==> src/rtl/frwl_pkg.sv <==
// types and constants of the fair reader-writer lock unit
`timescale 1ns / 1ps

package frwl_pkg;

    // default number of queue entries
    localparam int QUEUE_DEPTH_DEF = 16;
    // requesters with a number at or above this are ignored
    localparam int REQUESTER_COUNT = 64;
    // width used to compare a requester number against the count
    localparam int ID_CMP_W = 9;
    // most results one item may cause in a grant drain
    localparam int MAX_RESULTS = 16;
    localparam int GRANT_CNT_W = $clog2(MAX_RESULTS + 1);
    // active reader counter
    localparam int RC_W = 7;
    localparam logic [RC_W-1:0] READER_MAX = 7'd127;

    localparam int OP_W = 2;
    localparam int ID_W = 6;
    localparam int ST_W = 3;
    localparam int ENTRY_W = ID_W + 1;

    // operation codes
    localparam logic [OP_W-1:0] OP_ACQ_RD = 2'd0;
    localparam logic [OP_W-1:0] OP_REL_RD = 2'd1;
    localparam logic [OP_W-1:0] OP_ACQ_WR = 2'd2;
    localparam logic [OP_W-1:0] OP_REL_WR = 2'd3;

    // result status codes
    localparam logic [ST_W-1:0] ST_GRANTED = 3'd0;
    localparam logic [ST_W-1:0] ST_QUEUED = 3'd1;
    localparam logic [ST_W-1:0] ST_WAITER = 3'd2;
    localparam logic [ST_W-1:0] ST_RELEASED = 3'd3;
    localparam logic [ST_W-1:0] ST_FULL = 3'd4;
    localparam logic [ST_W-1:0] ST_ERROR = 3'd5;

    // commands from the controller to the datapath
    typedef struct packed {
        logic            load;
        logic            inc_rc;
        logic            dec_rc;
        logic            set_wh;
        logic            clr_wh;
        logic            push;
        logic            pop;
        logic            emit;
        logic [ST_W-1:0] status;
        logic            use_head;
        logic            wr;
        logic            last;
    } t_dp_cmd;

    // status from the datapath to the controller
    typedef struct packed {
        logic [OP_W-1:0] op;
        logic            id_ok;
        logic            rc_zero;
        logic            rc_one;
        logic            rc_max;
        logic            wh;
        logic            q_empty;
        logic            q_full;
        logic            head_wr;
        logic            grant_more;
        logic            out_free;
    } t_dp_sts;

endpackage

==> src/rtl/frwl_datapath.sv <==
// lock state, wait queue and result register of the lock unit
`timescale 1ns / 1ps

module frwl_datapath #(
    parameter int QUEUE_DEPTH = frwl_pkg::QUEUE_DEPTH_DEF
) (
    input  logic                        i_clk,
    input  logic                        i_rst_n,
    input  logic [frwl_pkg::OP_W-1:0]   i_operation,
    input  logic [frwl_pkg::ID_W-1:0]   i_requester_id,
    input  frwl_pkg::t_dp_cmd           i_cmd,
    output frwl_pkg::t_dp_sts           o_sts,
    input  logic                        i_out_stall,
    output logic                        o_out_valid,
    output logic [frwl_pkg::ST_W-1:0]   o_status,
    output logic [frwl_pkg::ID_W-1:0]   o_grant_id,
    output logic                        o_grant_is_writer,
    output logic                        o_last
);

    localparam int PTR_W = (QUEUE_DEPTH > 1) ? $clog2(QUEUE_DEPTH) : 1;
    localparam int CNT_W = $clog2(QUEUE_DEPTH + 1);
    localparam logic [PTR_W-1:0] PTR_LAST = PTR_W'(QUEUE_DEPTH - 1);
    localparam logic [CNT_W-1:0] CNT_FULL = CNT_W'(QUEUE_DEPTH);

    // latched item
    logic [frwl_pkg::OP_W-1:0] r_op;
    logic [frwl_pkg::ID_W-1:0] r_id;

    // lock state
    logic [frwl_pkg::RC_W-1:0] r_rc, n_rc;
    logic r_wh, n_wh;

    // wait queue
    logic [frwl_pkg::ENTRY_W-1:0] r_mem [QUEUE_DEPTH];
    logic [frwl_pkg::ENTRY_W-1:0] r_head_data, r_next_data;
    logic [PTR_W-1:0] r_head, n_head, r_tail, n_tail, head_nx, tail_nx;
    logic [CNT_W-1:0] r_count, n_count;
    logic [frwl_pkg::GRANT_CNT_W-1:0] r_ngrant, n_ngrant;

    // result register
    logic r_out_valid, n_out_valid;
    logic out_free;

    assign head_nx = (r_head == PTR_LAST) ? '0 : r_head + PTR_W'(1);
    assign tail_nx = (r_tail == PTR_LAST) ? '0 : r_tail + PTR_W'(1);
    assign out_free = !r_out_valid || !i_out_stall;

    // status toward the controller
    always_comb begin
        o_sts.op = r_op;
        o_sts.id_ok = (frwl_pkg::ID_CMP_W'(r_id) <
                       frwl_pkg::ID_CMP_W'(frwl_pkg::REQUESTER_COUNT));
        o_sts.rc_zero = (r_rc == '0);
        o_sts.rc_one = (r_rc == frwl_pkg::RC_W'(1));
        o_sts.rc_max = (r_rc >= frwl_pkg::READER_MAX);
        o_sts.wh = r_wh;
        o_sts.q_empty = (r_count == '0);
        o_sts.q_full = (r_count >= CNT_FULL);
        o_sts.head_wr = r_head_data[frwl_pkg::ID_W];
        // another reader follows this one in the same drain
        o_sts.grant_more = (r_count > CNT_W'(1))
            && (r_ngrant < frwl_pkg::GRANT_CNT_W'(frwl_pkg::MAX_RESULTS - 1))
            && (r_rc < frwl_pkg::READER_MAX - frwl_pkg::RC_W'(1))
            && !r_next_data[frwl_pkg::ID_W];
        o_sts.out_free = out_free;
    end

    // next values of the lock and queue state
    always_comb begin
        n_rc = r_rc;
        n_wh = r_wh;
        n_head = r_head;
        n_tail = r_tail;
        n_count = r_count;
        n_ngrant = r_ngrant;
        n_out_valid = r_out_valid;
        if (i_cmd.inc_rc) begin
            n_rc = r_rc + frwl_pkg::RC_W'(1);
        end else if (i_cmd.dec_rc) begin
            n_rc = r_rc - frwl_pkg::RC_W'(1);
        end
        if (i_cmd.set_wh) begin
            n_wh = 1'b1;
        end else if (i_cmd.clr_wh) begin
            n_wh = 1'b0;
        end
        if (i_cmd.push) begin
            n_tail = tail_nx;
            n_count = r_count + CNT_W'(1);
        end else if (i_cmd.pop) begin
            n_head = head_nx;
            n_count = r_count - CNT_W'(1);
        end
        if (i_cmd.load) begin
            n_ngrant = '0;
        end else if (i_cmd.pop) begin
            n_ngrant = r_ngrant + frwl_pkg::GRANT_CNT_W'(1);
        end
        if (i_cmd.emit) begin
            n_out_valid = 1'b1;
        end else if (!i_out_stall) begin
            n_out_valid = 1'b0;
        end
    end

    // control registers
    always_ff @(posedge i_clk) begin
        if (!i_rst_n) begin
            r_rc <= '0;
            r_wh <= 1'b0;
            r_head <= '0;
            r_tail <= '0;
            r_count <= '0;
            r_ngrant <= '0;
            r_out_valid <= 1'b0;
        end else begin
            r_rc <= n_rc;
            r_wh <= n_wh;
            r_head <= n_head;
            r_tail <= n_tail;
            r_count <= n_count;
            r_ngrant <= n_ngrant;
            r_out_valid <= n_out_valid;
        end
    end

    // item capture
    always_ff @(posedge i_clk) begin
        if (i_cmd.load) begin
            r_op <= i_operation;
            r_id <= i_requester_id;
        end
    end

    // queue memory: one write port, head and head plus one read registered
    always_ff @(posedge i_clk) begin
        if (i_cmd.push) begin
            r_mem[r_tail] <= {(r_op == frwl_pkg::OP_ACQ_WR), r_id};
        end
        r_head_data <= r_mem[r_head];
        r_next_data <= r_mem[head_nx];
    end

    // result payload
    always_ff @(posedge i_clk) begin
        if (i_cmd.emit) begin
            o_status <= i_cmd.status;
            o_grant_id <= i_cmd.use_head ? r_head_data[frwl_pkg::ID_W-1:0] : r_id;
            o_grant_is_writer <= i_cmd.wr;
            o_last <= i_cmd.last;
        end
    end

    assign o_out_valid = r_out_valid;

endmodule

==> src/rtl/frwl_ctrl.sv <==
// sequencing state machine of the lock unit
`timescale 1ns / 1ps

module frwl_ctrl (
    input  logic              i_clk,
    input  logic              i_rst_n,
    input  logic              i_in_valid,
    output logic              o_in_stall,
    input  frwl_pkg::t_dp_sts i_sts,
    output frwl_pkg::t_dp_cmd o_cmd
);

    localparam logic [1:0] S_IDLE = 2'd0;
    localparam logic [1:0] S_EXEC = 2'd1;
    localparam logic [1:0] S_GRANT = 2'd2;
    localparam logic [1:0] S_GWAIT = 2'd3;

    logic [1:0] r_state, n_state;

    assign o_in_stall = (r_state != S_IDLE);

    // decisions per state
    always_comb begin
        o_cmd = '0;
        n_state = r_state;
        unique case (r_state)
            S_IDLE: begin
                if (i_in_valid) begin
                    o_cmd.load = 1'b1;
                    n_state = S_EXEC;
                end
            end
            S_EXEC: begin
                if (i_sts.out_free) begin
                    n_state = S_IDLE;
                    if (i_sts.id_ok) begin
                        o_cmd.last = 1'b1;
                        unique case (i_sts.op)
                            frwl_pkg::OP_ACQ_RD: begin
                                o_cmd.emit = 1'b1;
                                if (!i_sts.wh && i_sts.q_empty) begin
                                    if (i_sts.rc_max) begin
                                        o_cmd.status = frwl_pkg::ST_FULL;
                                    end else begin
                                        o_cmd.inc_rc = 1'b1;
                                        o_cmd.status = frwl_pkg::ST_GRANTED;
                                    end
                                end else if (i_sts.q_full) begin
                                    o_cmd.status = frwl_pkg::ST_FULL;
                                end else begin
                                    o_cmd.push = 1'b1;
                                    o_cmd.status = frwl_pkg::ST_QUEUED;
                                end
                            end
                            frwl_pkg::OP_REL_RD: begin
                                if (i_sts.rc_zero) begin
                                    o_cmd.emit = 1'b1;
                                    o_cmd.status = frwl_pkg::ST_ERROR;
                                end else begin
                                    o_cmd.dec_rc = 1'b1;
                                    if (i_sts.rc_one && !i_sts.wh && !i_sts.q_empty) begin
                                        n_state = S_GRANT;
                                    end else begin
                                        o_cmd.emit = 1'b1;
                                        o_cmd.status = frwl_pkg::ST_RELEASED;
                                    end
                                end
                            end
                            frwl_pkg::OP_ACQ_WR: begin
                                o_cmd.emit = 1'b1;
                                o_cmd.wr = 1'b1;
                                if (!i_sts.wh && i_sts.rc_zero) begin
                                    o_cmd.set_wh = 1'b1;
                                    o_cmd.status = frwl_pkg::ST_GRANTED;
                                end else if (i_sts.q_full) begin
                                    o_cmd.status = frwl_pkg::ST_FULL;
                                end else begin
                                    o_cmd.push = 1'b1;
                                    o_cmd.status = frwl_pkg::ST_QUEUED;
                                end
                            end
                            frwl_pkg::OP_REL_WR: begin
                                o_cmd.wr = 1'b1;
                                if (!i_sts.wh) begin
                                    o_cmd.emit = 1'b1;
                                    o_cmd.status = frwl_pkg::ST_ERROR;
                                end else begin
                                    o_cmd.clr_wh = 1'b1;
                                    if (i_sts.rc_zero && !i_sts.q_empty) begin
                                        n_state = S_GRANT;
                                    end else begin
                                        o_cmd.emit = 1'b1;
                                        o_cmd.status = frwl_pkg::ST_RELEASED;
                                    end
                                end
                            end
                            default: begin
                                n_state = S_IDLE;
                            end
                        endcase
                    end
                end
            end
            S_GRANT: begin
                // wake the head writer, or the next reader of the leading run
                if (i_sts.out_free) begin
                    o_cmd.emit = 1'b1;
                    o_cmd.status = frwl_pkg::ST_WAITER;
                    o_cmd.use_head = 1'b1;
                    o_cmd.pop = 1'b1;
                    if (i_sts.head_wr) begin
                        o_cmd.wr = 1'b1;
                        o_cmd.set_wh = 1'b1;
                        o_cmd.last = 1'b1;
                        n_state = S_IDLE;
                    end else begin
                        o_cmd.inc_rc = 1'b1;
                        o_cmd.last = !i_sts.grant_more;
                        n_state = i_sts.grant_more ? S_GWAIT : S_IDLE;
                    end
                end
            end
            S_GWAIT: begin
                // queue read data catches up with the new head
                n_state = S_GRANT;
            end
            default: begin
                n_state = S_IDLE;
            end
        endcase
    end

    // state register
    always_ff @(posedge i_clk) begin
        if (!i_rst_n) begin
            r_state <= S_IDLE;
        end else begin
            r_state <= n_state;
        end
    end

endmodule

==> src/rtl/fair_reader_writer_lock_unit.sv <==
// top level of the fifo-fair reader-writer lock unit
//
//  channel | direction | handshake               | payload
//  --------+-----------+-------------------------+-------------------------------------------
//  request | in        | i_in_valid / o_in_stall | i_operation, i_requester_id
//  result  | out       | o_out_valid/ i_out_stall | o_status, o_grant_id, o_grant_is_writer, o_last
//
// an item is accepted, then decided and its result written to the result register once
// that register is free; a release that wakes waiters passes S_GRANT for the first woken
// waiter and S_GWAIT then S_GRANT for each further reader of the run, set by the
// registered read of the wait queue. reset is synchronous and clears the counters,
// pointers, flags and state only; queue entries stay undefined until written, so
// there is no clearing pass. a result waits in the output register while i_out_stall
// is high; the next item is taken while the final result of the previous one still waits.
`timescale 1ns / 1ps

module fair_reader_writer_lock_unit #(
    parameter int QUEUE_DEPTH = frwl_pkg::QUEUE_DEPTH_DEF
) (
    input  logic                        i_clk,
    input  logic                        i_rst_n,
    input  logic                        i_in_valid,
    output logic                        o_in_stall,
    input  logic [frwl_pkg::OP_W-1:0]   i_operation,
    input  logic [frwl_pkg::ID_W-1:0]   i_requester_id,
    output logic                        o_out_valid,
    input  logic                        i_out_stall,
    output logic [frwl_pkg::ST_W-1:0]   o_status,
    output logic [frwl_pkg::ID_W-1:0]   o_grant_id,
    output logic                        o_grant_is_writer,
    output logic                        o_last
);

    frwl_pkg::t_dp_cmd cmd;
    frwl_pkg::t_dp_sts sts;

    // sequencing
    frwl_ctrl u_ctrl (
        .i_clk      (i_clk),
        .i_rst_n    (i_rst_n),
        .i_in_valid (i_in_valid),
        .o_in_stall (o_in_stall),
        .i_sts      (sts),
        .o_cmd      (cmd)
    );

    // lock state and queue
    frwl_datapath #(
        .QUEUE_DEPTH (QUEUE_DEPTH)
    ) u_datapath (
        .i_clk             (i_clk),
        .i_rst_n           (i_rst_n),
        .i_operation       (i_operation),
        .i_requester_id    (i_requester_id),
        .i_cmd             (cmd),
        .o_sts             (sts),
        .i_out_stall       (i_out_stall),
        .o_out_valid       (o_out_valid),
        .o_status          (o_status),
        .o_grant_id        (o_grant_id),
        .o_grant_is_writer (o_grant_is_writer),
        .o_last            (o_last)
    );

endmodule

==> config.mk <==
export PLATFORM = sky130hd
export DESIGN_NAME = fair_reader_writer_lock_unit
export DESIGN_NICKNAME = d
export VERILOG_FILES = /design/src/rtl/frwl_pkg.sv /design/src/rtl/frwl_datapath.sv /design/src/rtl/frwl_ctrl.sv /design/src/rtl/fair_reader_writer_lock_unit.sv
export SDC_FILE = /design/constraint.sdc
export NUM_CORES = 1
export LEC_CHECK = 0
export ABC_CLOCK_PERIOD_IN_PS = 8600
export BUFFER_PORTS_ARGS = -buffer_cell sky130_fd_sc_hd__buf_2
export CELL_PAD_IN_SITES_DETAIL_PLACEMENT = 1
export CELL_PAD_IN_SITES_GLOBAL_PLACEMENT = 1
export CORE_UTILIZATION = 40
export DETAILED_ROUTE_END_ITERATION = 10
export PLACE_DENSITY_LB_ADDON = 0.1
export SLEW_MARGIN = 20
export SYNTH_ARGS = -nofsm -noshare
export SYNTH_HDL_FRONTEND = slang
export SYNTH_SLANG_ARGS = --single-unit
==> constraint.sdc <==
create_clock -name i_clk -period 8.6 [get_ports i_clk]
set_input_delay 1.72 -clock i_clk [delete_from_list [all_inputs] [get_ports i_clk]]
set_output_delay 1.72 -clock i_clk [all_outputs]
set_load 0.02 [all_outputs]
==> reports/results.env <==
SYNTH_CELLS=507
CLOCK_PATH_BUFFERS=2
FLOORPLAN.INITIALDENSITY=0.408
LAYOUT_COMMONEST_CELL='edfxtp_1'
SYNTH_SEQ_CELLS=168
FIN_SKEW_PS=10.1
SYNTH-EDFF-COUNT=131
TRITONCTS='built'
WORST_SETUP_PATH_END_KIND='flop'
PERIOD_MINUS_SLACK_PS=3820
SYNTH_FP_NETS=537
FIN_AREA_UM2=8280
ROW_COUNT=49
CORE_AREA_UM2=18000
GR-USAGE-MET3=0.0526
SYNTHESIS.YOSYS.WARNINGS=0
FF2FF_SETUP_SLACK_PS=5480
TIMING_LIMITED_MAXIMUM_FREQUENCY_MHz=262
CLKSINKCOUNT=168
SHARE_OF_THE_CLOCK_PERIOD_USED_BY_THE_WORST_PATH=0.444
CTS_REPAIR_RESIZE_COUNT=0
GRT_MAX_DEGREE=34
GRT_ANTENNA_BEFORE_REPAIR=0
GRT_FIRST_PASS_WIRELENGTH_MM=27.4
CTS_ROOT_BUF='clkbuf_16'
ANTENNA_CELLS_INSERTED=0
DIE_W_UM=138
CRIT_PATH_MAX_FANOUT=12
CTS.HTREE.LEVELS=4
GLOBAL_PLACER_S_FINAL_WEIGHTED_CONGESTION=0.804
WORSTPATHREQUIRED_PS=8650
P_PER_AREA_nW_PER_UM2=209
P_LEAK_nW=2.80
GRT_UTIL_ALL_LAYERS=0.205
FP.DIEAREA_UM2=18900
WORSTSKEWPAIRLATENCY_PS=440
GRT_UTIL_MET1=0.290
PLACED_AREA_UM2=7680
CHIPHEIGHT_UM=138
CTS.REPORTEDPATHS.CLKPINSLEW_PS=70
SLEW_VIOLATIONS=0
MAX_CAP_VIOL_COUNT=0
TRITONCTS.NUM_BUFFERS=17
CRITICAL_PATH_CLASS='input pin to flop'
YOSYS_MOST_USED_DFF='edfxtp_1'
AREAGROWTHSYNTHTOFINISH_PCT=12.5
TOP_USAGE_LAYER='met2'
SYNTH_AREA_LEADER_CELL='edfxtp_1'
POSTROUTEWIRELENGTH_MM=17.5
DESIGN.PORTCOUNT=25
RSZ0062_AT_GRT='false'
DESIGN.FINAL.NETS=558
FINALSETUPTNS_PS=0
GRTUSAGEMET2=0.310
FINAL_CELL_MIX='131 x edfxtp_1, 49 x nand2_1, 37 x mux4_2, 36 x dfxtp_1, 29 x nor2_1'
WL_PER_CELL_UM=22.7
TIMING_WORST_SLEW_PIN_VALUE_PS=1030
SYNTH.TOP_CELLS.BY_AREA='edfxtp_1 53%, mux4_2 11%, dfxtp_1 10%, ha_1 3.1%, nand2_1 2.5%'
INITIALDRTVIOLATIONCOUNT=280
MAPPEDNETLISTAREA_UM2=7360
POWER.IR.VDD_WORST_V=0.000137
CTS_SETUP_BUFFERS=0
HOLD_CLASS='flop to flop'
VIAS=4308
MAX_SLEW_MARGIN=0.308
VIAS_PER_CELL=5.59
DRC_VIOLATION_COUNT_AFTER_ROUTING=0
SYNTH.TOP_CELL.AREA_SHARE=0.535
YS_ASYNC_SR_FRACTION=0
RUN_STATUS='finished clean'
LAYOUT-DRIVE-GT1-SHARE=0.201
STARTPOINT_TYPE='input pin'
SYNTH_SEQ_AREA_SHARE=0.635
SYNTH.DISTINCT_CELLS=55
SYN-MEAN-INSTANCE-AREA_UM2=14.5
ROUTE.ANTENNA.REMAINING_NETS=0
DR.PASS1.ITERS=4
FINALHOLDVIOLATIONS=0
SETUP_VIOL=0
POWER_mW=1.73
CP_DATA_ARRIVAL_TIME_PS=3870
PLACE_HPWL_MM=12.0
HOLD_BUF_CTS=0
PLACEMENT.IO_BUFFERS=24
FIRST_GLOBAL_VIAS=4427
GRT_OVERFLOW_TOTAL=0
report_power, final:
part           internal, mW  switching (mW)  leakage (nW)
combinational        0.0176          0.0350          1.02
sequential            0.885          0.0174          1.49
clock                 0.417           0.361         0.294
total                  1.32           0.413          2.80
worst max-delay path, cell delays in order:
cell	delay [ps]
buf_2	130
a21bo_2	260
nor3_1	350
and3_4	340
nand2_1	220
nor3_1	840
cells in the mapped netlist (2+ instances only):
cell type and instances:
inv_1 14, buf_6 4, a21bo_2 2, a21oi_1 19, a21boi_0 2, xor2_1 5
buf_1 3, xnor2_1 2, nand2_1 49, nand3b_1 3, and3_1 5, a21o_1 2
nor2b_1 5, nor3_1 12, o211ai_1 2, nand3_1 19, and4_1 2, edfxtp_1 131
nor2_1 29, a2111oi_0 4, nand4_1 5, o21ai_0 9, clkbuf_1 19, and2_1 2
nand2b_1 12, a31oi_1 3, o21a_1 3, mux2i_1 18, o31ai_1 2, ha_1 18
or4_4 2, dfxtp_1 37, nor4_1 2, mux4_2 37, or3_1 4
through the flow:
stage / hold WS [ps] / setup slack (ps) / std cells / util
global route: 534 / 4630 / 770 / 0.459
global placement: 476 / 4490 / 738 / 0.426
floorplan: 454 / 4950 / 507 / -
detailed placement: 489 / 4300 / 738 / 0.426
CTS: 504 / 4780 / 770 / 0.459
finish: 498 / 4780 / 770 / 0.459
area by class of cell:
type                            count  area [µm²]
Fill cell                        1813        9740
Sequential cell                   168        4680
Multi-Input combinational cell    298        2500
Clock buffer                       17         425
Tap cell                          229         287
Clock inverter                     15         180
Timing Repair Buffer               29         158
Inverter                           14        52.6
path summary, 6_finish.rpt:
path / startpoint / end / cells after the start
max: i_out_stall / u_datapath.r_mem[1][0]$_DFFE_PP_ / 6
min: u_datapath.r_head_data[4]$_DFF_P_ / u_datapath.o_grant_id[4]$_DFFE_PP_ / 2
max reg2reg: u_ctrl.r_state[1]$_SDFFE_PN0P_ / u_datapath.r_mem[1][0]$_DFFE_PP_ / 7
min reg2reg: u_datapath.r_head_data[4]$_DFF_P_ / u_datapath.o_grant_id[4]$_DFFE_PP_ / 2
routing by layer:
layer,share of wire,vias to the layer above
met4,0.012,0
met5,0,-
li1,-,1986
met1,0.48,2220
met3,0.042,14
met2,0.46,88
state kept, by name, summed over array words and instances, names as in the netlist:
name and count:
u_datapath.r_count 5, u_datapath.r_head 4, u_datapath.o_grant_id 6, u_datapath.r_wh 1
u_datapath.o_grant_is_writer 1, u_datapath.o_out_valid 1, u_datapath.o_status 3, u_datapath.r_mem 112
u_datapath.r_rc 7, u_datapath.r_tail 4, u_datapath.r_head_data 7, u_datapath.r_ngrant 5
u_datapath.o_last 1, u_datapath.r_next_data 1, u_datapath.r_id 6, u_ctrl.r_state 2
u_datapath.r_op 2
logic make-up (layout without fill, tap and decap cells):
family | count (synthesis) | in the layout | synth area share
AOI/OAI and AO/OA | 59 | 59 | 0.0539
xor gates and xnor gates | 7 | 7 | 0.00833
adders and majority gates | 18 | 18 | 0.0306
buffers and inverters | 41 | 75 | 0.0252
DFF | 168 | 168 | 0.635
muxes | 55 | 55 | 0.138
and+or+nand+nor | 159 | 159 | 0.109
No activity file was read; power rests on OpenSTA's default activity.
